===== src/rtl/mcp_pkg.sv =====
// Shared types for the midpoint circle point generator.
// Used by mcp_emit and midpoint_circle_points_top; no dependencies.
package mcp_pkg;

  // What a burst of results looks like
  typedef enum logic [2:0] {
    KIND_INVALID,  // one result, no point, flagged done
    KIND_CENTRE,   // one result, the centre itself
    KIND_AXIS,     // four axis points at distance dx
    KIND_QUAD,     // four points, diagonal case (x == y)
    KIND_OCT       // eight reflected points
  } kind_t;

  // Control part of a burst handed from the stepper to the emitter
  typedef struct packed {
    kind_t kind;
    logic  done;
  } burst_ctrl_t;

  localparam int unsigned IDX_BITS = 3;

endpackage


===== src/rtl/mcp_emit.sv =====
// Point emitter: walks one burst, one result per cycle when the output is not stalled, into an output register.
// Depends on mcp_pkg.
module mcp_emit #(
  parameter int COORD_BITS  = 12,
  parameter int RADIUS_BITS = 10
) (
  input  logic                                      clk,
  input  logic                                      rst,
  input  logic                                      burst_valid,
  input  mcp_pkg::burst_ctrl_t                      burst_ctrl,
  input  logic [COORD_BITS-1:0]                     burst_cx,
  input  logic [COORD_BITS-1:0]                     burst_cy,
  input  logic [RADIUS_BITS-1:0]                    burst_dx,
  input  logic [RADIUS_BITS-1:0]                    burst_dy,
  output logic                                      burst_take,
  output logic                                      m_tvalid,
  input  logic                                      m_tready,
  // point_x, point_y, zero pad
  output logic [(((2*(COORD_BITS+1))+7)/8)*8-1:0]   m_tdata,
  // point_valid, circle_done
  output logic [1:0]                                m_tuser,
  output logic                                      m_tlast
);
  import mcp_pkg::*;

  localparam int OUT_BITS  = COORD_BITS + 1;
  localparam int TDATA_W   = ((2 * OUT_BITS + 7) / 8) * 8;
  localparam int SUM_W     = (OUT_BITS > RADIUS_BITS + 1) ? OUT_BITS : RADIUS_BITS + 1;

  logic [IDX_BITS-1:0]    idx;
  logic [IDX_BITS-1:0]    idx_next;
  logic [IDX_BITS-1:0]    last_idx;
  logic                   issue;
  logic                   is_last;

  logic [RADIUS_BITS-1:0] mag_x;
  logic [RADIUS_BITS-1:0] mag_y;
  logic                   neg_x;
  logic                   neg_y;
  logic                   pt_valid;
  logic [SUM_W-1:0]       sum_x;
  logic [SUM_W-1:0]       sum_y;

  logic                   out_valid;
  logic [OUT_BITS-1:0]    out_x;
  logic [OUT_BITS-1:0]    out_y;
  logic                   out_pv;
  logic                   out_done;
  logic                   out_last;

  // Index of the last result per burst kind
  always_comb begin
    case (burst_ctrl.kind)
      KIND_AXIS, KIND_QUAD: last_idx = IDX_BITS'(3);
      KIND_OCT:             last_idx = IDX_BITS'(7);
      default:              last_idx = '0;
    endcase
  end

  assign issue      = burst_valid && (!out_valid || m_tready);
  assign is_last    = (idx == last_idx);
  assign burst_take = issue && is_last;
  assign idx_next   = is_last ? '0 : idx + 1'b1;

  // Offsets: quad/oct: idx[0] mirrors x, idx[1] mirrors y, idx[2] swaps axes; axis: idx[1] picks y, idx[0] mirrors
  always_comb begin
    mag_x    = '0;
    mag_y    = '0;
    neg_x    = 1'b0;
    neg_y    = 1'b0;
    pt_valid = 1'b1;
    case (burst_ctrl.kind)
      KIND_AXIS: begin
        if (!idx[1]) begin
          mag_x = burst_dx;
          neg_x = idx[0];
        end else begin
          mag_y = burst_dx;
          neg_y = idx[0];
        end
      end
      KIND_QUAD, KIND_OCT: begin
        mag_x = idx[2] ? burst_dy : burst_dx;
        mag_y = idx[2] ? burst_dx : burst_dy;
        neg_x = idx[0];
        neg_y = idx[1];
      end
      KIND_CENTRE: pt_valid = 1'b1;
      default:     pt_valid = 1'b0;
    endcase
  end

  // Translate by the centre; wraps modulo the output width
  always_comb begin
    sum_x = neg_x
      ? {{(SUM_W-COORD_BITS){burst_cx[COORD_BITS-1]}}, burst_cx}
        - {{(SUM_W-RADIUS_BITS){1'b0}}, mag_x}
      : {{(SUM_W-COORD_BITS){burst_cx[COORD_BITS-1]}}, burst_cx}
        + {{(SUM_W-RADIUS_BITS){1'b0}}, mag_x};
    sum_y = neg_y
      ? {{(SUM_W-COORD_BITS){burst_cy[COORD_BITS-1]}}, burst_cy}
        - {{(SUM_W-RADIUS_BITS){1'b0}}, mag_y}
      : {{(SUM_W-COORD_BITS){burst_cy[COORD_BITS-1]}}, burst_cy}
        + {{(SUM_W-RADIUS_BITS){1'b0}}, mag_y};
  end

  // Index counter and output control
  always_ff @(posedge clk) begin
    if (rst) begin
      idx       <= '0;
      out_valid <= 1'b0;
    end else if (issue) begin
      idx       <= idx_next;
      out_valid <= 1'b1;
    end else if (m_tready) begin
      out_valid <= 1'b0;
    end
  end

  // Output payload register
  always_ff @(posedge clk) begin
    if (issue) begin
      out_x    <= pt_valid ? sum_x[OUT_BITS-1:0] : '0;
      out_y    <= pt_valid ? sum_y[OUT_BITS-1:0] : '0;
      out_pv   <= pt_valid;
      out_done <= burst_ctrl.done;
      out_last <= is_last;
    end
  end

  assign m_tvalid = out_valid;
  assign m_tdata  = {{(TDATA_W-2*OUT_BITS){1'b0}}, out_y, out_x};
  assign m_tuser  = {out_done, out_pv};
  assign m_tlast  = out_last;

endmodule


===== src/rtl/midpoint_circle_points_top.sv =====
// Midpoint circle point generator, top level: octant stepper and burst register.
// Depends on mcp_pkg and mcp_emit.
//
// Each input transfer is one command: tuser 0 starts a circle at the given centre and
// radius, tuser 1 advances the octant by one step. The stepper updates its state in the
// cycle the command is taken and parks the resulting burst in a one-deep register; the
// emitter sends the burst out one result per cycle when unstalled, via a registered output.
// A start yields four axis points (one point for radius zero), a step yields eight
// points (four on the diagonal), and a step past the end or with no circle active
// yields one invalid result flagged done; tlast marks the final result of each command.
// The command waits in the burst register and each result is registered in the emitter's
// output register before it appears. Full octant steps are limited by the single result
// port, as a burst leaves one result at a time; the next command is taken in the cycle
// the current burst issues its last result into the output register.
module midpoint_circle_points_top #(
  parameter int COORD_BITS  = 12,
  parameter int RADIUS_BITS = 10
) (
  input  logic                                              clk,
  input  logic                                              rst,
  input  logic                                              s_tvalid,
  output logic                                              s_tready,
  // centre_x, centre_y, radius, zero pad
  input  logic [(((2*COORD_BITS+RADIUS_BITS)+7)/8)*8-1:0]   s_tdata,
  // action
  input  logic                                              s_tuser,
  output logic                                              m_tvalid,
  input  logic                                              m_tready,
  // point_x, point_y, zero pad
  output logic [(((2*(COORD_BITS+1))+7)/8)*8-1:0]           m_tdata,
  // point_valid, circle_done
  output logic [1:0]                                        m_tuser,
  output logic                                              m_tlast
);
  import mcp_pkg::*;

  localparam int DEC_BITS = RADIUS_BITS + 3;

  // Command fields
  logic                   accept;
  logic [COORD_BITS-1:0]  in_cx;
  logic [COORD_BITS-1:0]  in_cy;
  logic [RADIUS_BITS-1:0] in_r;

  // Octant state
  logic [RADIUS_BITS-1:0] octant_x;
  logic [RADIUS_BITS-1:0] octant_y;
  logic [DEC_BITS-1:0]    decision;
  logic [COORD_BITS-1:0]  saved_centre_x;
  logic [COORD_BITS-1:0]  saved_centre_y;
  logic                   running;

  logic [RADIUS_BITS-1:0] octant_x_next;
  logic [RADIUS_BITS-1:0] octant_y_next;
  logic [DEC_BITS-1:0]    decision_next;
  logic [COORD_BITS-1:0]  saved_centre_x_next;
  logic [COORD_BITS-1:0]  saved_centre_y_next;
  logic                   running_next;

  // Step arithmetic
  logic [RADIUS_BITS-1:0] y_inc;
  logic [RADIUS_BITS-1:0] x_dec;
  logic                   dec_pos;
  logic [RADIUS_BITS-1:0] x_new;
  logic [DEC_BITS-1:0]    two_y_plus1;
  logic [DEC_BITS-1:0]    two_x;

  // Burst register
  logic                   burst_valid;
  burst_ctrl_t            burst_ctrl;
  logic [COORD_BITS-1:0]  burst_cx;
  logic [COORD_BITS-1:0]  burst_cy;
  logic [RADIUS_BITS-1:0] burst_dx;
  logic [RADIUS_BITS-1:0] burst_dy;
  logic                   burst_take;

  burst_ctrl_t            burst_ctrl_next;
  logic [RADIUS_BITS-1:0] burst_dx_next;
  logic [RADIUS_BITS-1:0] burst_dy_next;

  assign in_cx    = s_tdata[COORD_BITS-1:0];
  assign in_cy    = s_tdata[2*COORD_BITS-1:COORD_BITS];
  assign in_r     = s_tdata[2*COORD_BITS+RADIUS_BITS-1:2*COORD_BITS];
  assign s_tready = !burst_valid || burst_take;
  assign accept   = s_tvalid && s_tready;

  // One midpoint iteration
  assign y_inc       = octant_y + 1'b1;
  assign x_dec       = octant_x - 1'b1;
  assign dec_pos     = $signed(decision) > 0;
  assign x_new       = dec_pos ? x_dec : octant_x;
  assign two_y_plus1 = {2'b00, y_inc, 1'b1};
  assign two_x       = {2'b00, x_dec, 1'b0};

  // Next state and burst for the command at the input
  always_comb begin
    octant_x_next       = octant_x;
    octant_y_next       = octant_y;
    decision_next       = decision;
    saved_centre_x_next = saved_centre_x;
    saved_centre_y_next = saved_centre_y;
    running_next        = 1'b0;
    burst_ctrl_next     = '{kind: KIND_INVALID, done: 1'b1};
    burst_dx_next       = '0;
    burst_dy_next       = '0;
    if (!s_tuser) begin
      // start: load centre, point (r, 0), decision 1 - r
      saved_centre_x_next = in_cx;
      saved_centre_y_next = in_cy;
      octant_x_next       = in_r;
      octant_y_next       = '0;
      decision_next       = DEC_BITS'(1) - {3'b000, in_r};
      burst_dx_next       = in_r;
      if (in_r == '0) begin
        burst_ctrl_next = '{kind: KIND_CENTRE, done: 1'b1};
      end else begin
        running_next    = 1'b1;
        burst_ctrl_next = '{kind: KIND_AXIS, done: 1'b0};
      end
    end else if (running && (octant_x > octant_y)) begin
      // advance: y + 1, x - 1 when the midpoint lies outside
      octant_x_next = x_new;
      octant_y_next = y_inc;
      decision_next = dec_pos ? decision + two_y_plus1 - two_x : decision + two_y_plus1;
      burst_dx_next = x_new;
      burst_dy_next = y_inc;
      if (x_new > y_inc) begin
        running_next    = 1'b1;
        burst_ctrl_next = '{kind: KIND_OCT, done: 1'b0};
      end else if (x_new == y_inc) begin
        burst_ctrl_next = '{kind: KIND_QUAD, done: 1'b1};
      end
    end
  end

  // Octant state registers
  always_ff @(posedge clk) begin
    if (rst) begin
      octant_x       <= '0;
      octant_y       <= '0;
      decision       <= '0;
      saved_centre_x <= '0;
      saved_centre_y <= '0;
      running        <= 1'b0;
    end else if (accept) begin
      octant_x       <= octant_x_next;
      octant_y       <= octant_y_next;
      decision       <= decision_next;
      saved_centre_x <= saved_centre_x_next;
      saved_centre_y <= saved_centre_y_next;
      running        <= running_next;
    end
  end

  // Burst register valid
  always_ff @(posedge clk) begin
    if (rst) begin
      burst_valid <= 1'b0;
    end else if (accept) begin
      burst_valid <= 1'b1;
    end else if (burst_take) begin
      burst_valid <= 1'b0;
    end
  end

  // Burst payload, carries the centre in force when the command was taken
  always_ff @(posedge clk) begin
    if (accept) begin
      burst_ctrl <= burst_ctrl_next;
      burst_cx   <= saved_centre_x_next;
      burst_cy   <= saved_centre_y_next;
      burst_dx   <= burst_dx_next;
      burst_dy   <= burst_dy_next;
    end
  end

  mcp_emit #(
    .COORD_BITS  (COORD_BITS),
    .RADIUS_BITS (RADIUS_BITS)
  ) u_emit (
    .clk         (clk),
    .rst         (rst),
    .burst_valid (burst_valid),
    .burst_ctrl  (burst_ctrl),
    .burst_cx    (burst_cx),
    .burst_cy    (burst_cy),
    .burst_dx    (burst_dx),
    .burst_dy    (burst_dy),
    .burst_take  (burst_take),
    .m_tvalid    (m_tvalid),
    .m_tready    (m_tready),
    .m_tdata     (m_tdata),
    .m_tuser     (m_tuser),
    .m_tlast     (m_tlast)
  );

`ifndef SYNTHESIS
  // An active circle always has its octant point above the diagonal
  a_running_octant: assert property (@(posedge clk) disable iff (rst)
    running |-> (octant_x > octant_y))
    else $error("running with octant_x not above octant_y");

  // A result without a point always ends its command and the circle
  a_invalid_ends: assert property (@(posedge clk) disable iff (rst)
    (m_tvalid && !m_tuser[0]) |-> (m_tuser[1] && m_tlast))
    else $error("invalid result not flagged done and last");

  // A zero-radius start never leaves a circle active
  a_zero_radius: assert property (@(posedge clk) disable iff (rst)
    (accept && !s_tuser && (in_r == '0)) |=> !running)
    else $error("zero radius start left circle running");

  // A stalled input means a burst is still waiting for the emitter
  a_stall_cause: assert property (@(posedge clk) disable iff (rst)
    !s_tready |-> burst_valid)
    else $error("input stalled without a pending burst");
`endif

endmodule

===== config.mk =====
export PLATFORM = sky130hd
export DESIGN_NAME = midpoint_circle_points_top
export DESIGN_NICKNAME = d
export VERILOG_FILES = /design/src/rtl/mcp_pkg.sv /design/src/rtl/mcp_emit.sv /design/src/rtl/midpoint_circle_points_top.sv
export SDC_FILE = /design/constraint.sdc
export NUM_CORES = 1
export LEC_CHECK = 0
export BUFFER_PORTS_ARGS = -buffer_cell sky130_fd_sc_hd__clkbuf_2
export CAP_MARGIN = 20
export CORE_MARGIN = 2
export CORE_UTILIZATION = 50
export DETAILED_ROUTE_END_ITERATION = 10
export PLACE_DENSITY = 0.69
export SETUP_SLACK_MARGIN = 0.02
export SLEW_MARGIN = 20
export SYNTH_ARGS = -nofsm -noshare
export SYNTH_HDL_FRONTEND = slang
export SYNTH_SLANG_ARGS = --single-unit

===== constraint.sdc =====
create_clock -name clk -period 9.3 [get_ports clk]
set_input_delay 0.93 -clock clk [delete_from_list [all_inputs] [get_ports clk]]
set_output_delay 0.93 -clock clk [all_outputs]
set_load 0.05 [all_outputs]

==> PnR_summary.wiki <==
{| class="wikitable"
! Metric !! Value
|-
| Non-filler cells in the finished layout || 1398
|-
| Post-synthesis sequential area ratio || 36.6%
|-
| Clock-pin transition on the worst setup and hold timing paths || 60 ps
|-
| Average footprint of a synthesized cell || 9.05 µm²
|-
| Leakage power summed over all cells || 4.41 nW
|-
| Slew at the pin with the worst max-slew slack || 1000 ps
|-
| Synth warn || 0
|-
| Vias per cell || 5.69
|-
| Maximum resistive drop on vdd || 0.141 mV
|-
| Power, Total || 2.50 mW
|-
| Dominant cells by area after synthesis || edfxtp_1 (24%), dfxtp_1 (13%), ha_1 (9.5%)
|-
| Required time of the critical path || 9610 ps
|-
| Initial cell density of the core || 50.5%
|-
| Distinct cell type count after synthesis || 79
|-
| Total placed cells including tap cells || 1366
|-
| Startpoint kind of the worst setup timing path || register
|-
| Final-layout setup total negative slack || 0 ps
|-
| Ratio of cells with drive above 1 in the final layout || 12.7%
|-
| Ratio of total power to cell area || 232 nW/µm²
|-
| Async set or reset register ratio after synthesis || 0%
|-
| Element type at the critical path end || register
|-
| Total area of multi-input combinational cells || 5720 µm²
|-
| Count of TritonRoute iterations in the first routing pass || 5
|-
| Top cell type's share of synthesized area || 23.7%
|-
| Library cell occupying the most area in the post-synthesis netlist || edfxtp_1
|-
| Fraction of synthesized area in multiplexers || 5.97%
|-
| Part of the power in combinational logic || 43.0%
|-
| Worst-path maximum fanout || 7
|-
| Synthesized cell area || 9770 µm²
|-
| Total of cells resized after clock tree synthesis || 0
|-
| Worst clock skew || 10.3 ps
|-
| Count of pins over their slew limit || 0
|-
| Classification of the worst-slack hold path || register to register
|-
| FF+latch count, synth || 140
|-
| Synth Flop Type || edfxtp_1
|-
| DRC errors left || 0
|-
| Post-Synth Adder-Cell Area || 10.3%
|-
| All-layer global routing usage || 22.8%
|-
| H-tree levels || 4
|-
| Switching component of the power || 951 µW
|-
| Sequential cell area in the final layout || 3570 µm²
|-
| Vias after detailed routing || 7958
|-
| Worst endpoint data arrival time || 5080 ps
|-
| DR WL/cell || 16.3 µm
|-
| Number of DRC markers after the initial detailed-route iteration || 474
|-
| Area share of and/or/nand/nor cells after synthesis || 18.3%
|-
| Wire length reported by the detailed router || 22.8 mm
|-
| Clock tree from TritonCTS || yes
|-
| Post-layout nets || 1243
|-
| Largest net degree at the start of global routing || 64
|-
| Placed wire-length estimate || 16.8 mm
|-
| Total of endpoints with negative setup slack in the final report || 0
|-
| Total clock buffers created by CTS || 17
|-
| Die outline area || 20700 µm²
|-
| Fill cell count || 1786
|-
| Later-pin clock latency in the skew report || 430 ps
|-
| Die width || 144 µm
|-
| Compound-cell area share of the yosys netlist || 17.1%
|-
| Xor/xnor share of the synthesized area || 6.72%
|-
| Buffer cell driving the clock tree root || clkbuf_16
|-
| Number of buffers inserted to repair setup after CTS || 0
|-
| Crit path time final || 4770 ps
|-
| Proportion of power drawn by flip-flops and latches || 31.6%
|-
| Clock power frac || 25.4%
|-
| Std-Cell Rows || 51
|-
| Placer's final routability congestion estimate || 0.930
|-
| Crit share post-route || 51.3%
|-
| Dominant combinational cell family by area after synthesis || simple AND/OR/NAND/NOR gates
|-
| Total congestion overflow || 0
|-
| Area of the core || 19300 µm²
|-
| Crit path kind || register to register
|-
| Initial antenna violation count || 0
|-
| Number of I/O port buffers || 69
|-
| Status || complete, no violations
|-
| Most instantiated library cell after synthesis || nor2_1
|-
| Total I/O pin count || 82
|-
| First-pass GRT wire length || 36.9 mm
|-
| CTS Buffer Depth || 2
|-
| Max cap viols || 0
|-
| Antenna viol nets, final || 0
|-
| Net switching share of the total power || 38.0%
|-
| Area of all placed cells without fillers || 10800 µm²
|-
| Unrepaired setup endpoints after global routing || false
|-
| Final hold violation count || 0
|-
| Via count of the first global-routing pass || 7510
|-
| DP Area || 10200 µm²
|-
| Count of mapped cells out of synthesis || 1080
|-
| Antenna Cells || 0
|-
| Clk sink count || 140
|-
| Tightest slew margin relative to the limit || 33.1%
|-
| DIE HEIGHT || 144 µm
|-
| Most instantiated cells after synthesis || nor2_1 (131), edfxtp_1 (77), ha_1 (74)
|-
| Area growth from synthesis to layout || 10.4%
|-
| Number of hold-repair buffers added at the cts stage || 0
|-
| Highest clock frequency the design can meet || 0.210 GHz
|-
| Post-synth EDFFs || 77
|-
| Cell-internal power || 1.55 mW
|}
-- per-layer routing --
| metal | vias to the layer above | part of all wire, % | global-route usage [%] |
|---|---|---|---|
| li1 | 4003 | - | - |
| met1 | 3671 | 44 | 28.5 |
| met2 | 242 | 48 | 38.4 |
| met3 | 42 | 4.8 | 4.40 |
| met4 | 0 | 2.7 | 9.39 |
| met5 | - | 0 | 0 |
-- power by group through the flow --
stage / sequential [mW] / combinational (mW) / clock, mW
CTS: 0.789 / 1.07 / 0.647
detailed placement: 0.802 / 1.06 / 0
global placement: 0.802 / 1.05 / 0
global route: 0.799 / 1.20 / 0.670
finish: 0.790 / 1.08 / 0.637
floorplan: 0.858 / 0.789 / 0
-- cell usage in the layout, fill, tap and decap left out, types with 6 or more instances in the layout --
| cell | netlist | final |
|---|---|---|
| a22oi_1 | 21 | 21 |
| a21oi_1 | 68 | 68 |
| mux2_2 | 26 | 26 |
| dfxtp_1 | 63 | 63 |
| or2_2 | 6 | 6 |
| a31oi_1 | 8 | 8 |
| edfxtp_1 | 77 | 77 |
| nor2_1 | 131 | 131 |
| xnor2_1 | 45 | 45 |
| xor2_1 | 30 | 30 |
| clkbuf_16 | 0 | 18 |
| or3_1 | 13 | 13 |
| o21a_1 | 12 | 12 |
| nor3b_1 | 6 | 6 |
| a22o_1 | 6 | 6 |
| clkbuf_2 | 1 | 69 |
| ha_1 | 74 | 74 |
| nand2b_1 | 11 | 11 |
| and3_1 | 16 | 16 |
| inv_1 | 56 | 55 |
| o21ai_0 | 48 | 48 |
| nand3_1 | 23 | 23 |
| nand2_1 | 67 | 67 |
| mux2i_1 | 29 | 29 |
| conb_1 | 1 | 6 |
| nor3_1 | 36 | 36 |
| a21o_1 | 7 | 7 |
| nor4_1 | 15 | 15 |
| o211ai_1 | 10 | 10 |
| o31ai_1 | 9 | 9 |
| a211oi_1 | 16 | 16 |
| nor2b_1 | 16 | 16 |
-- path summary, 6_finish.rpt --
path,startpoint,cells past startpoint,slack (ps),endpoint
worst min-delay path,burst_ctrl[0],0,430,u_emit.out_done
worst min register to register,burst_ctrl[0],0,430,u_emit.out_done
worst max register to register,octant_y[0],18,4530,decision[12]
worst max-delay path,octant_y[0],18,4530,decision[12]
-- worst max-delay path, cell delays in order, from the launching register on --
cell	delay [ps]
dfxtp_1	510
inv_1	190
nor3_1	210
nand3_1	250
nor2_1	270
xnor2_1	230
inv_1	130
ha_1	360
a21oi_1	170
nand2_1	80
o31a_1	280
xor2_1	240
ha_1	290
a21oi_1	160
nand2_1	80
o211a_1	210
or4_1	430
and3_1	180
or3_1	360
-- flip-flops by register name, indices dropped and copies added, names as in the netlist, 3 cells and up --
| register | count |
|---|---|
| burst_ctrl | 4 |
| burst_cy | 12 |
| burst_dx | 10 |
| octant_y | 10 |
| u_emit.out_y | 13 |
| u_emit.out_x | 13 |
| u_emit.idx | 3 |
| saved_centre_y | 12 |
| burst_dy | 10 |
| burst_cx | 12 |
| octant_x | 10 |
| saved_centre_x | 12 |
| decision | 13 |
-- per-stage QoR --
stage	utilization [%]	hold slack, ps	setup WS (ps)
after global placement	52.9	430	4600
after global routing	55.8	449	4110
after detailed placement	52.9	421	4560
after floorplan	-	400	5180
after CTS	55.8	434	4540
final	55.8	433	4530
-- final cells by class --
| type | count | area share (%) |
|---|---|---|
| clock buffers | 26 | 4.92 |
| inverters | 56 | 1.95 |
| multi-input cells | 831 | 53.1 |
| well taps | 265 | 3.07 |
| flip-flops and latches | 140 | 33.1 |
| clock inverters | 6 | 0.302 |
| repair buffers | 74 | 3.55 |
-- logic make-up (layout without fill, tap and decap cells) --
group	Yosys count	count (layout)
buffers and inverters	114	162
other	1	6
muxes	55	55
AOI/OAI and AO/OA	252	252
and+or+nand+nor	365	365
xor gates and xnor gates	75	75
adders and majority gates	78	78
DFF	140	140
No activity file was read; power rests on OpenSTA's default activity.
